==> src/rtl/spdc_pkg.sv <==
// Shared constants, types and per-tick pulse functions for the pulse duration classifier.
`timescale 1ns / 1ps
`default_nettype none

package spdc_pkg;

  localparam int WINDOW_HALF = 2;
  localparam int WIN_LEN     = 2 * WINDOW_HALF + 1;
  localparam int MAX_NEURONS = 1024;
  localparam int MAX_TICKS   = 65536;

  localparam int CNT_W   = 11;
  localparam int TICK_W  = 16;
  localparam int IDX_W   = $clog2(MAX_TICKS + 1);
  localparam int DUR_W   = 17;
  localparam int SUM_W   = $clog2(WIN_LEN * MAX_NEURONS + 1);
  localparam int THR_W   = 13;
  localparam int CMP_W   = (SUM_W > THR_W) ? SUM_W : THR_W;
  localparam int RATIO_W = 16;
  localparam int GAP_W   = 16;
  localparam int Q_FRAC  = 8;
  localparam int PROD_W  = RATIO_W + DUR_W;
  localparam int CLS_W   = 2;

  localparam int CFG_ADDR_W = 2;
  localparam int CFG_DATA_W = 16;

  localparam int IN_DATA_W  = ((2 * CNT_W + 7) / 8) * 8;
  localparam int OUT_BITS   = CLS_W + 2 * DUR_W + 2 * TICK_W;
  localparam int OUT_DATA_W = ((OUT_BITS + 7) / 8) * 8;

  localparam int OUT_D1_LSB = CLS_W;
  localparam int OUT_D2_LSB = OUT_D1_LSB + DUR_W;

  localparam logic [RATIO_W-1:0] RATIO_FLOOR_RST = RATIO_W'(128);
  localparam logic [RATIO_W-1:0] RATIO_CEIL_RST  = RATIO_W'(512);
  localparam logic [THR_W-1:0]   MIN_SPK_RST     = THR_W'(10);
  localparam logic [GAP_W-1:0]   MAX_GAP_RST     = GAP_W'(10);

  typedef logic [CNT_W-1:0] cnt_t;
  typedef cnt_t [WIN_LEN-1:0] win_t;

  typedef struct packed {
    logic              seen;
    logic              over;
    logic [TICK_W-1:0] start;
    logic [TICK_W-1:0] last_sync;
  } pulse_t;

  typedef enum logic [CLS_W-1:0] {
    CLS_STABLE      = 2'd0,
    CLS_EPILEPSY    = 2'd1,
    CLS_NO_ACTIVITY = 2'd2
  } class_t;

  typedef enum logic [CFG_ADDR_W-1:0] {
    CFG_RATIO_FLOOR       = 2'd0,
    CFG_RATIO_CEIL        = 2'd1,
    CFG_MIN_WINDOW_SPIKES = 2'd2,
    CFG_MAX_GAP           = 2'd3
  } cfg_idx_t;

  // Control shared by both layer lanes.
  typedef struct packed {
    logic                   tick_take;
    logic                   run_end;
    logic [IDX_W-1:0]       tick_index;
    logic [TICK_W-1:0]      last_idx;
    logic [WINDOW_HALF-1:0] flush_load;
    logic [THR_W-1:0]       min_spikes;
    logic [GAP_W-1:0]       max_gap;
  } lane_ctl_t;

  // Load enables of the result stages.
  typedef struct packed {
    logic m_load;
    logic o_load;
  } merge_ctl_t;

  function automatic win_t win_shift(win_t w, cnt_t v);
    win_t q;
    for (int k = 0; k < WIN_LEN - 1; k++) begin
      q[k] = w[k+1];
    end
    q[WIN_LEN-1] = v;
    return q;
  endfunction

  function automatic logic [SUM_W-1:0] win_sum(win_t w);
    logic [SUM_W-1:0] s;
    s = '0;
    for (int k = 0; k < WIN_LEN; k++) begin
      s = s + SUM_W'(w[k]);
    end
    return s;
  endfunction

  // Update one layer's pulse tracking with the window centered on tick tau.
  function automatic pulse_t judge(pulse_t p, logic [SUM_W-1:0] sum, logic [TICK_W-1:0] tau,
                                   logic [THR_W-1:0] thr, logic [GAP_W-1:0] gap);
    pulse_t            q;
    logic [TICK_W-1:0] since;
    q     = p;
    since = tau - p.last_sync;
    if (!p.over) begin
      if (CMP_W'(sum) >= CMP_W'(thr)) begin
        if (!p.seen) begin
          q.start = tau;
          q.seen  = 1'b1;
        end
        q.last_sync = tau;
      end else if (p.seen && (GAP_W'(since) > gap)) begin
        q.over = 1'b1;
      end
    end
    return q;
  endfunction

endpackage

`default_nettype wire

==> src/rtl/spdc_lane.sv <==
// One layer lane: count window, pulse tracking and trailing-window flush stages.
`timescale 1ns / 1ps
`default_nettype none

module spdc_lane (
  input  logic                        clk,
  input  logic                        rst_n,
  input  spdc_pkg::lane_ctl_t         ctl,
  input  logic [spdc_pkg::CNT_W-1:0]  count,
  output logic [spdc_pkg::DUR_W-1:0]  duration,
  output logic [spdc_pkg::TICK_W-1:0] start
);
  import spdc_pkg::*;

  win_t   win_r, win_nxt;
  pulse_t pulse_r, pulse_nxt;

  cnt_t   cnt_sat;
  logic   tick_live;
  win_t   win_step, win_end;
  pulse_t pulse_step, pulse_end;

  win_t              fl_win_r   [WINDOW_HALF];
  pulse_t            fl_pulse_r [WINDOW_HALF];
  logic [TICK_W-1:0] fl_last_r  [WINDOW_HALF];

  pulse_t tail;

  assign cnt_sat   = (count > CNT_W'(MAX_NEURONS)) ? CNT_W'(MAX_NEURONS) : count;
  assign tick_live = ctl.tick_index < IDX_W'(MAX_TICKS);
  assign win_step  = win_shift(win_r, cnt_sat);

  // The newest count completes the window of the tick WINDOW_HALF back.
  assign pulse_step = (ctl.tick_index >= IDX_W'(WINDOW_HALF)) ?
      judge(pulse_r, win_sum(win_step), TICK_W'(ctl.tick_index - IDX_W'(WINDOW_HALF)),
            ctl.min_spikes, ctl.max_gap) : pulse_r;

  assign win_end   = tick_live ? win_step : win_r;
  assign pulse_end = tick_live ? pulse_step : pulse_r;

  always_comb begin
    win_nxt   = win_r;
    pulse_nxt = pulse_r;
    if (ctl.tick_take) begin
      if (ctl.run_end) begin
        win_nxt   = '0;
        pulse_nxt = '0;
      end else if (tick_live) begin
        win_nxt   = win_step;
        pulse_nxt = pulse_step;
      end
    end
  end

  always_ff @(posedge clk) begin
    if (!rst_n) begin
      win_r   <= '0;
      pulse_r <= '0;
    end else begin
      win_r   <= win_nxt;
      pulse_r <= pulse_nxt;
    end
  end

  // One stage per trailing tick: shift in a zero and judge the next window.
  for (genvar s = 0; s < WINDOW_HALF; s++) begin : g_flush
    win_t              src_win;
    pulse_t            src_pulse;
    logic [TICK_W-1:0] fl_last_nxt;
    logic [IDX_W-1:0]  newest;
    win_t              fl_win_nxt;
    pulse_t            fl_pulse_nxt;

    if (s == 0) begin : g_head
      assign src_win     = win_end;
      assign src_pulse   = pulse_end;
      assign fl_last_nxt = ctl.last_idx;
    end else begin : g_next
      assign src_win     = fl_win_r[s-1];
      assign src_pulse   = fl_pulse_r[s-1];
      assign fl_last_nxt = fl_last_r[s-1];
    end

    assign fl_win_nxt   = win_shift(src_win, '0);
    assign newest       = IDX_W'(fl_last_nxt) + IDX_W'(s + 1);
    assign fl_pulse_nxt = (newest >= IDX_W'(WINDOW_HALF)) ?
        judge(src_pulse, win_sum(fl_win_nxt), TICK_W'(newest - IDX_W'(WINDOW_HALF)),
              ctl.min_spikes, ctl.max_gap) : src_pulse;

    always_ff @(posedge clk) begin
      if (ctl.flush_load[s]) begin
        fl_win_r[s]   <= fl_win_nxt;
        fl_pulse_r[s] <= fl_pulse_nxt;
        fl_last_r[s]  <= fl_last_nxt;
      end
    end
  end

  assign tail     = fl_pulse_r[WINDOW_HALF-1];
  assign duration = tail.seen ?
      (DUR_W'(tail.last_sync) - DUR_W'(tail.start) + DUR_W'(1)) : '0;
  assign start    = tail.seen ? tail.start : '0;

endmodule

`default_nettype wire

==> src/rtl/spdc_merge.sv <==
// Merging stage: ratio products of both lanes, classification and result register.
`timescale 1ns / 1ps
`default_nettype none

module spdc_merge (
  input  logic                            clk,
  input  spdc_pkg::merge_ctl_t            ctl,
  input  logic [spdc_pkg::RATIO_W-1:0]    ratio_floor,
  input  logic [spdc_pkg::RATIO_W-1:0]    ratio_ceil,
  input  logic [spdc_pkg::DUR_W-1:0]      dur_first,
  input  logic [spdc_pkg::DUR_W-1:0]      dur_second,
  input  logic [spdc_pkg::TICK_W-1:0]     st_first,
  input  logic [spdc_pkg::TICK_W-1:0]     st_second,
  output logic [spdc_pkg::OUT_DATA_W-1:0] out_data
);
  import spdc_pkg::*;

  logic [DUR_W-1:0]      d1_r, d2_r;
  logic [TICK_W-1:0]     s1_r, s2_r;
  logic [PROD_W-1:0]     pmin_r, pmax_r;
  logic [PROD_W-1:0]     scaled;
  class_t                cls;
  logic [OUT_DATA_W-1:0] out_r, out_nxt;

  always_ff @(posedge clk) begin
    if (ctl.m_load) begin
      d1_r   <= dur_first;
      d2_r   <= dur_second;
      s1_r   <= st_first;
      s2_r   <= st_second;
      pmin_r <= PROD_W'(ratio_floor) * PROD_W'(dur_second);
      pmax_r <= PROD_W'(ratio_ceil) * PROD_W'(dur_second);
    end
  end

  // Compare 256*d1 against ratio*d2 instead of dividing.
  assign scaled = PROD_W'(d1_r) << Q_FRAC;

  always_comb begin
    if ((d1_r == '0) || (d2_r == '0)) begin
      cls = CLS_NO_ACTIVITY;
    end else if (scaled < pmin_r) begin
      cls = CLS_EPILEPSY;
    end else if (scaled > pmax_r) begin
      cls = CLS_NO_ACTIVITY;
    end else begin
      cls = CLS_STABLE;
    end
  end

  assign out_nxt = OUT_DATA_W'({s2_r, s1_r, d2_r, d1_r, cls});

  always_ff @(posedge clk) begin
    if (ctl.o_load) begin
      out_r <= out_nxt;
    end
  end

  assign out_data = out_r;

endmodule

`default_nettype wire

==> src/rtl/synfire_pulse_duration_classifier_core.sv <==
// Top level: config registers, tick counter, handshake pipeline, two lanes and merge.
//
//   channel  dir  handshake              payload
//   in_      in   in_tvalid/in_tready    in_tdata: count_first, count_second; in_tlast: last_tick
//   out_     out  out_tvalid/out_tready  out_tdata: class, durations, starts
//   cfg_     in   cfg_we                 cfg_addr (register index), cfg_wdata
//
// One tick request is taken every cycle while in_tready is high; the window add and compare of each lane sets that.
// A last tick walks through WINDOW_HALF flush stages, the multiply stage and the result
// register before its result is valid, while new ticks keep flowing.
// Synchronous reset clears the run state, the stage valids and loads default register values.
// A stalled result holds its stage; stages behind it fill before in_tready drops.
`timescale 1ns / 1ps
`default_nettype none

module synfire_pulse_duration_classifier_core (
  input  logic                            clk,
  input  logic                            rst_n,
  input  logic                            in_tvalid,
  output logic                            in_tready,
  input  logic [spdc_pkg::IN_DATA_W-1:0]  in_tdata,   // count_first, count_second, zero fill
  input  logic                            in_tlast,
  output logic                            out_tvalid,
  input  logic                            out_tready,
  output logic [spdc_pkg::OUT_DATA_W-1:0] out_tdata,  // activity_class, duration_first,
                                                      // duration_second, start_first,
                                                      // start_second, zero fill
  input  logic                            cfg_we,
  input  logic [spdc_pkg::CFG_ADDR_W-1:0] cfg_addr,
  input  logic [spdc_pkg::CFG_DATA_W-1:0] cfg_wdata
);
  import spdc_pkg::*;

  logic [RATIO_W-1:0] ratio_floor_r, ratio_floor_nxt;
  logic [RATIO_W-1:0] ratio_ceil_r, ratio_ceil_nxt;
  logic [THR_W-1:0]   min_spk_r, min_spk_nxt;
  logic [GAP_W-1:0]   max_gap_r, max_gap_nxt;

  logic [IDX_W-1:0]   tick_index_r, tick_index_nxt;

  logic [WINDOW_HALF-1:0] fv_r, fv_nxt;
  logic                   mv_r, mv_nxt;
  logic                   ov_r, ov_nxt;
  logic [WINDOW_HALF:0]   f_ready;
  logic [WINDOW_HALF-1:0] f_load;
  logic                   m_ready, o_ready;
  logic                   in_acc;

  lane_ctl_t  lane_ctl;
  merge_ctl_t merge_ctl;

  logic [DUR_W-1:0]  dur_first, dur_second;
  logic [TICK_W-1:0] st_first, st_second;

  logic [CLS_W-1:0] out_cls;
  logic [DUR_W-1:0] out_d1, out_d2;

  // Configuration writes
  always_comb begin
    ratio_floor_nxt = ratio_floor_r;
    ratio_ceil_nxt  = ratio_ceil_r;
    min_spk_nxt     = min_spk_r;
    max_gap_nxt     = max_gap_r;
    if (cfg_we) begin
      case (cfg_idx_t'(cfg_addr))
        CFG_RATIO_FLOOR:       ratio_floor_nxt = RATIO_W'(cfg_wdata);
        CFG_RATIO_CEIL:        ratio_ceil_nxt  = RATIO_W'(cfg_wdata);
        CFG_MIN_WINDOW_SPIKES: min_spk_nxt     = cfg_wdata[THR_W-1:0];
        CFG_MAX_GAP:           max_gap_nxt     = GAP_W'(cfg_wdata);
        default: ;
      endcase
    end
  end

  // Ready chain from the result register back to the input
  always_comb begin
    o_ready = !ov_r || out_tready;
    m_ready = !mv_r || o_ready;
    f_ready[WINDOW_HALF] = m_ready;
    for (int s = WINDOW_HALF - 1; s >= 0; s--) begin
      f_ready[s] = !fv_r[s] || f_ready[s+1];
    end
    in_acc    = in_tvalid && f_ready[0];
    f_load[0] = in_acc && in_tlast;
    for (int s = 1; s < WINDOW_HALF; s++) begin
      f_load[s] = fv_r[s-1] && f_ready[s];
    end
    for (int s = 0; s < WINDOW_HALF; s++) begin
      fv_nxt[s] = f_load[s] || (fv_r[s] && !f_ready[s+1]);
    end
    merge_ctl.m_load = fv_r[WINDOW_HALF-1] && m_ready;
    mv_nxt           = merge_ctl.m_load || (mv_r && !o_ready);
    merge_ctl.o_load = mv_r && o_ready;
    ov_nxt           = merge_ctl.o_load || (ov_r && !out_tready);
  end

  // Tick counter: stop at the cap, restart after the last tick
  always_comb begin
    tick_index_nxt = tick_index_r;
    if (in_acc) begin
      if (in_tlast) begin
        tick_index_nxt = '0;
      end else if (tick_index_r < IDX_W'(MAX_TICKS)) begin
        tick_index_nxt = tick_index_r + IDX_W'(1);
      end
    end
  end

  always_comb begin
    lane_ctl.tick_take  = in_acc;
    lane_ctl.run_end    = in_acc && in_tlast;
    lane_ctl.tick_index = tick_index_r;
    lane_ctl.last_idx   = (tick_index_r < IDX_W'(MAX_TICKS)) ?
                          tick_index_r[TICK_W-1:0] : '1;
    lane_ctl.flush_load = f_load;
    lane_ctl.min_spikes = min_spk_r;
    lane_ctl.max_gap    = max_gap_r;
  end

  always_ff @(posedge clk) begin
    if (!rst_n) begin
      ratio_floor_r <= RATIO_FLOOR_RST;
      ratio_ceil_r  <= RATIO_CEIL_RST;
      min_spk_r     <= MIN_SPK_RST;
      max_gap_r     <= MAX_GAP_RST;
      tick_index_r  <= '0;
      fv_r          <= '0;
      mv_r          <= 1'b0;
      ov_r          <= 1'b0;
    end else begin
      ratio_floor_r <= ratio_floor_nxt;
      ratio_ceil_r  <= ratio_ceil_nxt;
      min_spk_r     <= min_spk_nxt;
      max_gap_r     <= max_gap_nxt;
      tick_index_r  <= tick_index_nxt;
      fv_r          <= fv_nxt;
      mv_r          <= mv_nxt;
      ov_r          <= ov_nxt;
    end
  end

  spdc_lane u_lane_first (
    .clk      (clk),
    .rst_n    (rst_n),
    .ctl      (lane_ctl),
    .count    (in_tdata[CNT_W-1:0]),
    .duration (dur_first),
    .start    (st_first)
  );

  spdc_lane u_lane_second (
    .clk      (clk),
    .rst_n    (rst_n),
    .ctl      (lane_ctl),
    .count    (in_tdata[2*CNT_W-1:CNT_W]),
    .duration (dur_second),
    .start    (st_second)
  );

  spdc_merge u_merge (
    .clk         (clk),
    .ctl         (merge_ctl),
    .ratio_floor (ratio_floor_r),
    .ratio_ceil  (ratio_ceil_r),
    .dur_first   (dur_first),
    .dur_second  (dur_second),
    .st_first    (st_first),
    .st_second   (st_second),
    .out_data    (out_tdata)
  );

  assign in_tready  = f_ready[0];
  assign out_tvalid = ov_r;

  assign out_cls = out_tdata[CLS_W-1:0];
  assign out_d1  = out_tdata[OUT_D1_LSB +: DUR_W];
  assign out_d2  = out_tdata[OUT_D2_LSB +: DUR_W];

  a_tick_bound: assert property (@(posedge clk) disable iff (!rst_n)
    tick_index_r <= IDX_W'(MAX_TICKS))
    else $error("tick counter ran past its cap");

  a_run_restart: assert property (@(posedge clk) disable iff (!rst_n)
    (in_tvalid && in_tready && in_tlast) |=> (tick_index_r == '0))
    else $error("tick counter not cleared after last tick");

  a_result_source: assert property (@(posedge clk) disable iff (!rst_n)
    $rose(out_tvalid) |-> $past(mv_r))
    else $error("result appeared without a multiply stage entry");

  a_idle_class: assert property (@(posedge clk) disable iff (!rst_n)
    (out_tvalid && ((out_d1 == '0) || (out_d2 == '0))) |-> (out_cls == CLS_NO_ACTIVITY))
    else $error("missing pulse not classed as no activity");

endmodule

`default_nettype wire

==> config.mk <==
export PLATFORM = sky130hd
export DESIGN_NAME = synfire_pulse_duration_classifier_core
export DESIGN_NICKNAME = d
export VERILOG_FILES = /design/src/rtl/spdc_pkg.sv /design/src/rtl/spdc_lane.sv /design/src/rtl/spdc_merge.sv /design/src/rtl/synfire_pulse_duration_classifier_core.sv
export SDC_FILE = /design/constraint.sdc
export NUM_CORES = 2
export LEC_CHECK = 0
export BUFFER_PORTS_ARGS = -buffer_cell sky130_fd_sc_hd__buf_2
export CAP_MARGIN = 20
export CORE_MARGIN = 2
export CORE_UTILIZATION = 30
export DETAILED_ROUTE_END_ITERATION = 8
export SLEW_MARGIN = 20
export SYNTH_ARGS = -nofsm -noshare
export SYNTH_HDL_FRONTEND = slang
export SYNTH_SLANG_ARGS = --single-unit
==> constraint.sdc <==
create_clock -name clk -period 18.9 [get_ports clk]
set_input_delay 5.67 -clock clk [delete_from_list [all_inputs] [get_ports clk]]
set_output_delay 5.67 -clock clk [all_outputs]
set_load 0.05 [all_outputs]
Yosys cells after proc, flatten, opt, wreduce, memory -nomap -nowiden
Memory sizes are Yosys's and may differ from the RTL's. Cells that the tools add are included.

Register bits: 438. Latch bits: 0. Memories kept: 6. ROM bits: 0. RAM bits: 376.

Memories: u_lane_first.fl_win_r (depth 2, bits a word 44, read ports 1, clocked after Yosys merged registers in 0, write ports 2, line spdc_lane.sv:23) `win_t fl_win_r [WINDOW_HALF];`; u_lane_second.fl_win_r (depth 2, bits a word 44, read ports 1, clocked after Yosys merged registers in 0, write ports 2, line spdc_lane.sv:23); u_lane_first.fl_pulse_r (depth 2, bits a word 34, read ports 2, clocked after Yosys merged registers in 0, write ports 2, line spdc_lane.sv:24) `pulse_t fl_pulse_r [WINDOW_HALF];`; u_lane_second.fl_pulse_r (depth 2, bits a word 34, read ports 2, clocked after Yosys merged registers in 0, write ports 2, line spdc_lane.sv:24); u_lane_first.fl_last_r (depth 2, bits a word 16, read ports 1, clocked after Yosys merged registers in 0, write ports 2, line spdc_lane.sv:25) `logic [TICK_W-1:0] fl_last_r [WINDOW_HALF];`; u_lane_second.fl_last_r (depth 2, bits a word 16, read ports 1, clocked after Yosys merged registers in 0, write ports 2, line spdc_lane.sv:25).

Reduce and logical (&&, ||, !) cells: 41. Multiplexer cells: 62. Eq/ne operators: 3. Bitwise logic cells: 0. Multiply operators: 2. $add $sub $neg: 38. Divide/modulo/power cells: 0. Order comparisons: 21. Shifts and indexed selects: 0.

Operators with widths (number): $mux W34 (16); $mux W55 (4); $mux W32 (6); $add A13 B11 Y13 (12); $mux W16 (7); $gt A16 B16 Y1 (6); $sub A16 B16 Y16 (6); $ge A13 B13 Y1 (6); $add A11 B11 Y12 (6); $ge A17 B2 Y1 const B (4); $mul A16 B17 Y33 (2); $sub A16 B2 Y16 const B (4); $add A17 B1 Y17 const B (3); $mux W17 (3); $add A16 B2 Y17 const B (2); $logic_not A17 Y1 (2); $sub A16 B16 Y17 (2); $gt A25 B33 Y1 (1); $lt A25 B33 Y1 (1); $add A13 B11 Y13 const B (2); $gt A11 B11 Y1 const B (2); $mux W1 (22); $mux W11 (2); $add A16 B1 Y17 const B (1); 10 further kinds (45).

Logic depth before layout (Yosys ltp)
Word-level depth: 16. Gate-level depth with buffers: 55. Depth with buffers taken out: 53.

Hierarchy
From an unflattened synthesis, not the netlist that was laid out.

Cell total of the unflattened synthesis: 6504. Area, all modules: 62447.4 um^2.

Modules (own cells, without submodules): spdc_merge (cells each 2442, times used 1, area each 25117.8 um^2, sequential area each 6005.8 um^2); spdc_lane at u_lane_second (cells each 1822, times used 1, area each 17052.6 um^2, sequential area each 5044.8 um^2); spdc_lane at u_lane_first (cells each 1806, times used 1, area each 16916.2 um^2, sequential area each 5044.8 um^2); synfire_pulse_duration_classifier_core (cells each 434, times used 1, area each 3360.7 um^2, sequential area each 1641.6 um^2).

Worst setup path before layout
No wires, ideal clock.

Path type: input to register. Start point: in out_tready. End point: reg u_merge.d1_r[0] (enable). Stages on the path: 2. Data required time: 18075 ps. Buffers on the path: 0. Path slack: 2790 ps. Library setup time: 825 ps. Arrival: 15285 ps. Cell sequence: nor2b_1 a21boi_0.

RTL lines: start: declaration (line synfire_pulse_duration_classifier_core.sv:24) `input logic out_tready,`; end signal: assignment (line spdc_merge.sv:27) `d1_r <= dur_first;`; end: declaration (line spdc_merge.sv:18) `logic [DUR_W-1:0] d1_r, d2_r;`.

==> summary by stage <==
GRT
Summed over all layers, the global routing overflow is 0. The initial antenna violation count is 21. The first global-routing pass estimated between 200 and 300 mm of wire. For this run, the total global-route usage over all layers was measured as 0.165. The largest net degree at the start of global routing is about 190.

The number of global-route vias before repair is 44,599.

Timing
The number of max-slew violations in the final report is 0. Setup repair after global routing left no endpoint under its margin. Setup violations remaining at the end of the flow were counted as 0. The share of the cycle needed by the critical path after routing is 0.782. Derived from the worst setup path, the maximum achievable clock frequency is roughly 0.068 GHz. The minimum clock period is 14.79 ns. The final hold violation count is 0. The measured slew at the worst slew-check pin is 1.10 ns. On the final layout, the worst clock skew is 0.0588 ns. Setup total negative slack on the finished layout was measured at 0 ns. The worst-case headroom to the max-slew limit is 0.264.

Clocking
The clock tree root buffer cell is sky130_fd_sc_hd__clkbuf_16. The H-tree level count is 3. The number of setup buffers added after CTS is 0. TritonCTS created 77 clock buffers. Once the clock tree was built, the resizer swapped 0 gates to a different size. The later pin in the worst-skew pair is clocked with a latency of 0.73 ns. Clock-pin slew was measured on the worst setup and hold paths at 0.07 ns. The longest clock path from root to sink contains 3 buffers. The number of hold buffers added after CTS is 0. TritonCTS built the clock tree. Counting every sink on the clock net gives 654.

Critical path
The most prevalent standard cell on the critical path is sky130_fd_sc_hd__nand2_1. The worst setup path is captured at a register. At the worst endpoint, the required time is 19.31 ns. On the worst path, the slowest cell contributes a delay of 0.78 ns.

The slowest stage of the critical path belongs to the cell sky130_fd_sc_hd__nand2_1. The data arrival time of the worst path is 15.20 ns. The critical path in this run is classified as input port to register. The endpoint identified for the worst register-to-register timing path is u_lane_first.fl_pulse_r[0][32].

The worst setup path is launched from an input port. The setup check on the worst reg-to-reg path leaves a slack of a little over 8 ns. The most critical setup path has its endpoint at u_lane_first.fl_pulse_r[0][32]. The number of cells on the worst reg-to-reg path is between 50 and 60. Of all nets on the critical path, the largest fanout is 31.

The startpoint identified for the worst register-to-register timing path is u_lane_first.win_r[22]. The timing startpoint of the critical path is in_tdata[10].

Routing
The detailed-route wire length is about 170 mm. Before antenna repair, the detailed router went through 6 iterations. The number of routed nets with antenna violations is 0. The average wire length per cell after detail routing is approximately 19 µm. The initial detailed-routing violation count is ~3,300.

The DRC violation count after routing is 0. After detailed routing, the number of vias per cell comes to approximately 4.9. The count of vias placed by the detailed router is around 44,000.

Flow run
The number of max-cap violations is 0.

Power and ir drop
The total power of the final layout is 0.00425 W. The power per cell area is 64.7 mW/mm². In this run the static leakage power is 28.4 nW.

Across the VDD grid, the largest voltage drop is around 0.000073 V.

Final layout
The post-synthesis to final-layout area growth is 9.93%. The post-route standard cell area excluding fillers is between 0.06 and 0.07 mm². The final net count is between 7,000 and 8,000.

The most frequent standard cell in the layout excluding fill and tap cells is sky130_fd_sc_hd__inv_1. Fill cells in the final layout number about 20,000. In the final layout, the share of cells above drive strength 1 is 0.0783. The final instance count without filler cells is between 8,000 and 9,000. In the layout the commonest cells are 826 x sky130_fd_sc_hd__inv_1, 769 x sky130_fd_sc_hd__nand2_1, 654 x sky130_fd_sc_hd__ha_1, 496 x sky130_fd_sc_hd__fa_1, 416 x sky130_fd_sc_hd__edfxtp_1.

Die
The floorplan step defined a die boundary enclosing 0.203 mm². The number of rows created at floorplan is between 150 and 200. For this configuration, the core starts out at a cell density of 0.302.

The placeable core region is 0.198 mm². The die outline height is 450 µm. The count of pins on the block boundary is between 100 and 150.

The die span in x is 450 µm.

Yosys
The predominant post-synthesis flop cell is sky130_fd_sc_hd__edfxtp_1. The post-synthesis instance area is 0.0597 mm². Counting flops and latches in the post-synthesis netlist gives 654. Summed over all instances, the cell type with the most area after synthesis is sky130_fd_sc_hd__edfxtp_1. The top cell type's share of synthesized area is 0.209.

Sorting the synthesized cells by area gives the leading types as sky130_fd_sc_hd__edfxtp_1 21%, sky130_fd_sc_hd__fa_1 17%, sky130_fd_sc_hd__ha_1 14%. During synthesis, Yosys emitted a total of 0 warnings. Of all flip-flops after synthesis, the portion carrying an async set or reset was 0. Of the synthesized area, sequential elements account for 0.289. The synthesized instance count is about 6,300.

Yosys mapped the design onto 97 distinct sky130hd cell types. Yosys mapped a number of flops with a built-in enable equal to approximately 420. A synthesized cell averages about 9.5 µm².

Placement
The post-placement cell count is roughly 9,000. The weighted congestion reported at the end of routability-driven placement is roughly 0.9. The placed wire-length estimate is ~130 mm. The instance area after placement is ~0.063 mm². Input and output buffers added on the ports amount to 115.

Min path
The class of the tightest hold or removal check is register to register.

Outcome
The flow ran to the end, and the final reports show no timing, DRC or antenna violations.
==> kinds of logic after synthesis <==
family / Yosys count / synth area share
AND/OR/NAND/NOR: 1843 / 0.150
adder cells (fa/ha/maj): 1151 / 0.304
multiplexers: 146 / 0.0276
other: 1 / 0.0000628
AO/OA/AOI/OAI: 1067 / 0.115
flip-flops: 654 / 0.289
XOR/XNOR: 294 / 0.0431
buffers and inverters: 1121 / 0.0720
==> cell usage after synthesis (all sizes together) (67+ instances only) <==
library cell and count:
xnor2 216, a21oi 248, clkbuf 222, inv 827, dfxtp 238, buf 67
nor2 281, nand2 772, and2 170, mux2 120, ha 654, xor2 78
and3 203, a21boi 88, nor2b 125, a21o 112, edfxtp 416, o21ai 269
fa 496
==> layer usage <==
layer / global-route usage / part of all wire / vias to the layer above
met1: 0.206 / 0.42 / 21396
met5: 0 / 0.000094 / -
li1: - / - / 20985
met2: 0.286 / 0.48 / 1215
met3: 0.0303 / 0.058 / 318
met4: 0.0570 / 0.038 / 2
==> registers in the layout, summed over array words and instances, names as in the netlist, 34 cells and up <==
| name | count |
|---|---|
| u_lane_second.pulse_r | 34 |
| u_lane_second.fl_pulse_r | 67 |
| u_lane_second.win_r | 44 |
| u_lane_first.pulse_r | 34 |
| u_merge.out_data | 68 |
| u_lane_first.fl_pulse_r | 67 |
| u_lane_first.win_r | 44 |
==> power breakdown <==
group	leakage [nW]	switching, W	internal (W)
clock network	1.23	0.000669	0.000856
logic	21.4	0.000681	0.000419
registers	5.83	0.0000371	0.00159
total	28.4	0.00139	0.00286
==> per-stage QoR <==
stage	setup slack, ns	hold slack (ns)	util
after global routing	3.34	0.423	0.332
after detailed placement	3.62	0.406	0.319
after global placement	3.36	0.405	0.319
final	4.11	0.413	0.332
after CTS	4.30	0.415	0.332
after floorplan	2.79	0.400	-
==> worst max-delay path, delay by kind of cell <==
family | cells | cell delay (ns)
AOI/OAI and AO/OA | 17 | 3.13
xor gates and xnor gates | 2 | 0.35
adders and majority gates | 7 | 2.35
buffers and inverters | 4 | 0.54
and+or+nand+nor | 21 | 3.13
==> worst min path at each step <==
stage / startpoint / to / slack (ns) / cells after the start
floorplan: u_merge.s1_r[0] / u_merge.out_data[36] / 0.40 / 0
detailed placement: u_merge.s1_r[8] / u_merge.out_data[44] / 0.41 / 0
finish: u_merge.s1_r[0] / u_merge.out_data[36] / 0.41 / 0
CTS: u_merge.s2_r[11] / u_merge.out_data[63] / 0.42 / 0
global placement: u_merge.s2_r[12] / u_merge.out_data[64] / 0.41 / 0
global route: u_merge.s2_r[12] / u_merge.out_data[64] / 0.42 / 0
==> final cells by class <==
type | count | area [µm²] | share of cell area
multi-input combinational | 4505 | 38200 | 0.583
sequential | 654 | 17300 | 0.263
tap | 2640 | 3300 | 0.0503
inverter | 832 | 3130 | 0.0477
clock buffer | 106 | 2110 | 0.0321
timing repair buffer | 190 | 1160 | 0.0176
clock inverter | 37 | 443 | 0.00675
antenna | 1 | 2.50 | 0.0000381
No activity file was read; power rests on OpenSTA's default activity.
